$ cat src/design/slm_ram.sv
// Simple dual-port synchronous RAM: one write port, one read port, registered read data.
// No dependencies.
module slm_ram #(
  parameter int WIDTH = 8,
  parameter int DEPTH = 256
) (
  input  logic                     clk,
  input  logic                     we,
  input  logic [$clog2(DEPTH)-1:0] waddr,
  input  logic [WIDTH-1:0]         wdata,
  input  logic [$clog2(DEPTH)-1:0] raddr,
  output logic [WIDTH-1:0]         rdata
);

  logic [WIDTH-1:0] mem [DEPTH];

  always_ff @(posedge clk) begin
    if (we) begin
      mem[waddr] <= wdata;
    end
    rdata <= mem[raddr];
  end

endmodule

$ cat config.mk
export PLATFORM = sky130hd
export DESIGN_NAME = slm_ram
export DESIGN_NICKNAME = d
export VERILOG_FILES = /design/src/design/slm_ram.sv
export SDC_FILE = /design/constraint.sdc
export NUM_CORES = 2
export LEC_CHECK = 0
export BUFFER_PORTS_ARGS = -buffer_cell sky130_fd_sc_hd__buf_2
export CAP_MARGIN = 5
export CORE_MARGIN = 4
export CORE_UTILIZATION = 40
export DETAILED_ROUTE_END_ITERATION = 10
export GPL_ROUTABILITY_DRIVEN = 0
export HOLD_SLACK_MARGIN = 0.06
export SKIP_CTS_REPAIR_TIMING = 1
export SLEW_MARGIN = 5
export SYNTH_ARGS = -nofsm -noshare
export SYNTH_HDL_FRONTEND = slang
export SYNTH_SLANG_ARGS = --single-unit
$ cat constraint.sdc
create_clock -name clk -period 3.25 [get_ports clk]
set_clock_uncertainty 0.1 [all_clocks]
set_input_delay 0.325 -clock clk [delete_from_list [all_inputs] [get_ports clk]]
set_output_delay 0.325 -clock clk [all_outputs]
set_load 0.02 [all_outputs]
# After elaboration in Yosys (flattened, before gate mapping)
# Memories as Yosys holds them, arrays and structs flattened. A register that Yosys moved wholly into a read port is not among the register bits.
# Cells that the tools add are included.
[totals]
ff_bits = 0
ramBits = 2048
inputBits = 26
output_inout_bits = 8
wordCells = 3
memories = 1
[classes]
mux = 2
[memory_table]
columns = ["memory", "words", "word_bits", "rd", "rd_ports_with_merged_regs", "wr", "line", "rtl"]
rows = [
  ["mem", 256, 8, 1, 1, 1, "15", "logic [WIDTH-1:0] mem [DEPTH];"],
]
[op_table]
columns = ["op", "count"]
rows = [
  ["1-bit two-way mux", 2],
]

# Longest topological paths before layout
[logic_depth]
word_depth = 2
ltp_mapped = 11
ltp_nobuf = 6

# Worst setup path before layout
# OpenSTA, ideal clock, no wires.
[synth_timing]
path_kind = "input-to-reg"
from = "input port raddr[0]"
to = "register rdata[2] (read register of mem)"
setup_time_ns = 0.131
arrival_ns = 2.132
required_time_ns = 3.019
setup_slack_ns = 0.887
cell_stages = 9
path_buffers = 4
cell_sequence = "buf_6 buf_12 buf_8 buf_2 mux4_2 a22oi_1 a21oi_1 nor4_1 nor4_2"
[synth_rtl]
columns = ["element", "line", "rtl"]
rows = [
  ["from (decl)", "11", "input logic [$clog2(DEPTH)-1:0] raddr,"],
  ["to (decl)", "12", "output logic [WIDTH-1:0] rdata"],
]

==> flow_metrics.env <==
export IMPL_place_area_um2=86300
export IMPL_rsz0062_at_grt="false"
export IMPL_clockBufferDepth=3
export IMPL_highest_layer="met4"
export IMPL_outcome="complete, no violations"
export IMPL_crit_path_max_incr_delay_ns=0.87
export IMPL_clock_fmax_mhz=356
export IMPL_crit_fanout=30
export IMPL_final_core_util_pct=46.9
export IMPL_grt_max_degree=128
export IMPL_design_area_um2=92700
export IMPL_async_flop_share_pct=0
export IMPL_design_core_area_um2=198000
export IMPL_max_cap_viol_count=0
export IMPL_hold_viol=0
export IMPL_worst_pin_slew_ns=1.12
export IMPL_port_buffers=33
export IMPL_maxSlewHeadroom_pct=24.5
export IMPL_met1_length_um=83700
export IMPL_slowest_stage="nor4_1"
export IMPL_antenna_found_initial=11
export IMPL_hp_class="in2reg"
export IMPL_rows=163
export IMPL_clk_latency_ns=0.86
export IMPL_first_pass_iters=6
export IMPL_fin_crit_ns=2.81
export IMPL_die_h_um=454
export IMPL_critPathLaunchType="input port"
export IMPL_drt_iter0_markers=4508
export IMPL_final_antenna_net_count=0
export IMPL_final_fill_count=16300
export IMPL_cts_sinks=2056
export IMPL_ys_types=55
export IMPL_vias_per_cell=5.71
export IMPL_cts_clk_slew_worst_paths_ns=0.06
export IMPL_grt_pass1_wl_um=294000
export IMPL_syn_inst=3733
export IMPL_initial_core_util_pct=40.3
export IMPL_wl_met3_um=15200
export IMPL_drt_wirelength_per_cell_um=28.8
export IMPL_yosys_register_bits=2056
export IMPL_h_tree_depth=4
export IMPL_io_pins=34
export IMPL_vias=40400
export IMPL_layout_common_cells="edfxtp_1, buf_4, mux4_2"
export IMPL_cts_inserted_buffers=202
export IMPL_path_cells="buf_8, buf_12, buf_12, buf_12, mux4_2, a22oi_1, a21oi_1, nor4_1, nor4_1"
export IMPL_synth_ff_type="edfxtp_1"
export IMPL_cp_common_cell="buf_12"
export IMPL_grt_usage_pct=19.7
export IMPL_cp_end_kind="flip-flop"
export IMPL_leakagePower_nw=29.4
export IMPL_netlist_area_um2=79600
export IMPL_yosys_warnings=0
export IMPL_power_density_nw_per_um2=586
export IMPL_arrival_ns=3.40
export IMPL_final_max_slew_viol_count=0
export IMPL_cts_root_buffer="clkbuf_16"
export IMPL_cts_tree="built"
export IMPL_fin_crit_sh_pct=86.3
export IMPL_vdd_drop_max_uv=602
export IMPL_grt_pass1_vias=40200
export IMPL_dp_hpwl_um=130000
export IMPL_crit_type="in2reg"
export IMPL_setup_viol=0
export IMPL_seq_area_frac_synth_pct=77.5
export IMPL_gr_total_overflow=0
export IMPL_syn_to_final_growth_pct=16.6
export IMPL_required_ns=3.84
export IMPL_drc=0
export IMPL_layout_cells_non_filler=7072
export IMPL_drive_above_1_share_pct=29.4
export IMPL_synth_edf_count=2048
export IMPL_die_area_um2=206000
export IMPL_synth_nets=3759
export IMPL_syn_area_per_cell_um2=21.3
export IMPL_nets=4287
export IMPL_dp_cells=6687
export IMPL_fin_total_pwr_mw=54.3
export IMPL_die_width_um=454
export IMPL_wirelength_um=203000
export IMPL_wl_met2_um=98200
export IMPL_layout_commonest_cell="edfxtp_1"
synth_stat cells (all sizes together) (6+ instances only):
master     n  area (um^2)
a221oi    14          129
mux4     456        10300
clkbuf   111          417
o22ai     28          175
nor3      22          110
o211ai    10         75.1
nand2b     8         50.1
o221ai    47          418
and2       6         37.5
nor2     282         1060
dfxtp      8          160
nand4     10         62.6
buf      122         1030
nand3     34          170
mux2i    134         1340
o21ai     12         60.1
edfxtp  2048        61500
a22o       8         70.1
a21oi     96          480
a211oi    16          120
nand2     33          124
nor2b     31          194
nor4      27          188
a22oi    133          998
flip-flops by register name, summed over array words and instances, names as in the netlist:
| signal | cells |
|---|---|
| rdata | 8 |
| mem | 2048 |
cell families after synthesis:
kind of cell	share of synthesized area, %
muxes	14.6
and+or+nand+nor	2.63
AOI/OAI and AO/OA	3.42
DFF	77.5
buffers and inverters	1.83
path summary, 6_finish.rpt:
kind	start	slack [ns]	to	cells after the start
max	raddr[0]	0.44	rdata[7]$_DFF_P_	9
min	waddr[2]	0.08	mem[173][7]$_DFFE_PP_	3
max reg2reg	mem[26][3]$_DFFE_PP_	0.48	rdata[3]$_DFF_P_	7
min reg2reg	mem[215][4]$_DFFE_PP_	1.06	rdata[4]$_DFF_P_	5
through the flow:
step | hold slack [ns] | TNS [ns] | setup slack [ns]
4_1_cts | -0.241 | 0 | 0.397
3_3_place_gp | 0.664 | -1.92 | -0.553
6_report | 0.0777 | 0 | 0.444
2_1_floorplan | 0.324 | 0 | 0.887
3_5_place_dp | 0.671 | -1.61 | -0.436
5_1_grt | 0.0794 | 0 | 0.424
worst max-delay path, delay by kind of cell:
kind / cells / cell delay (ns)
buffers and inverters: 4 / 0.87
and+or+nand+nor: 2 / 0.98
muxes: 1 / 0.59
AOI/OAI and AO/OA: 2 / 0.55
power by group:
group	total, mW	switching [mW]	internal [mW]
Combinational	2.87	1.80	1.07
Clock	22.2	9.95	12.2
Sequential	29.3	0.0470	29.2
per-layer routing:
metal	up-vias	track usage, %
met4	0	5.48
met5	-	0
li1	16800	-
met1	21600	28.2
met2	1667	31.6
met3	336	3.14
cell type report:
cell class	instances	area (um^2)	share of cell area (%)
diodes	3	7.51	0.00810
clock buffers	251	5260	5.67
clock inverters	121	1050	1.13
inverters	2	7.51	0.00810
multi-input cells	1442	16500	17.8
flip-flops and latches	2056	61700	66.5
well taps	2640	3300	3.56
repair buffers	557	4920	5.30
Note: power is estimated with default switching activity, not from simulation.
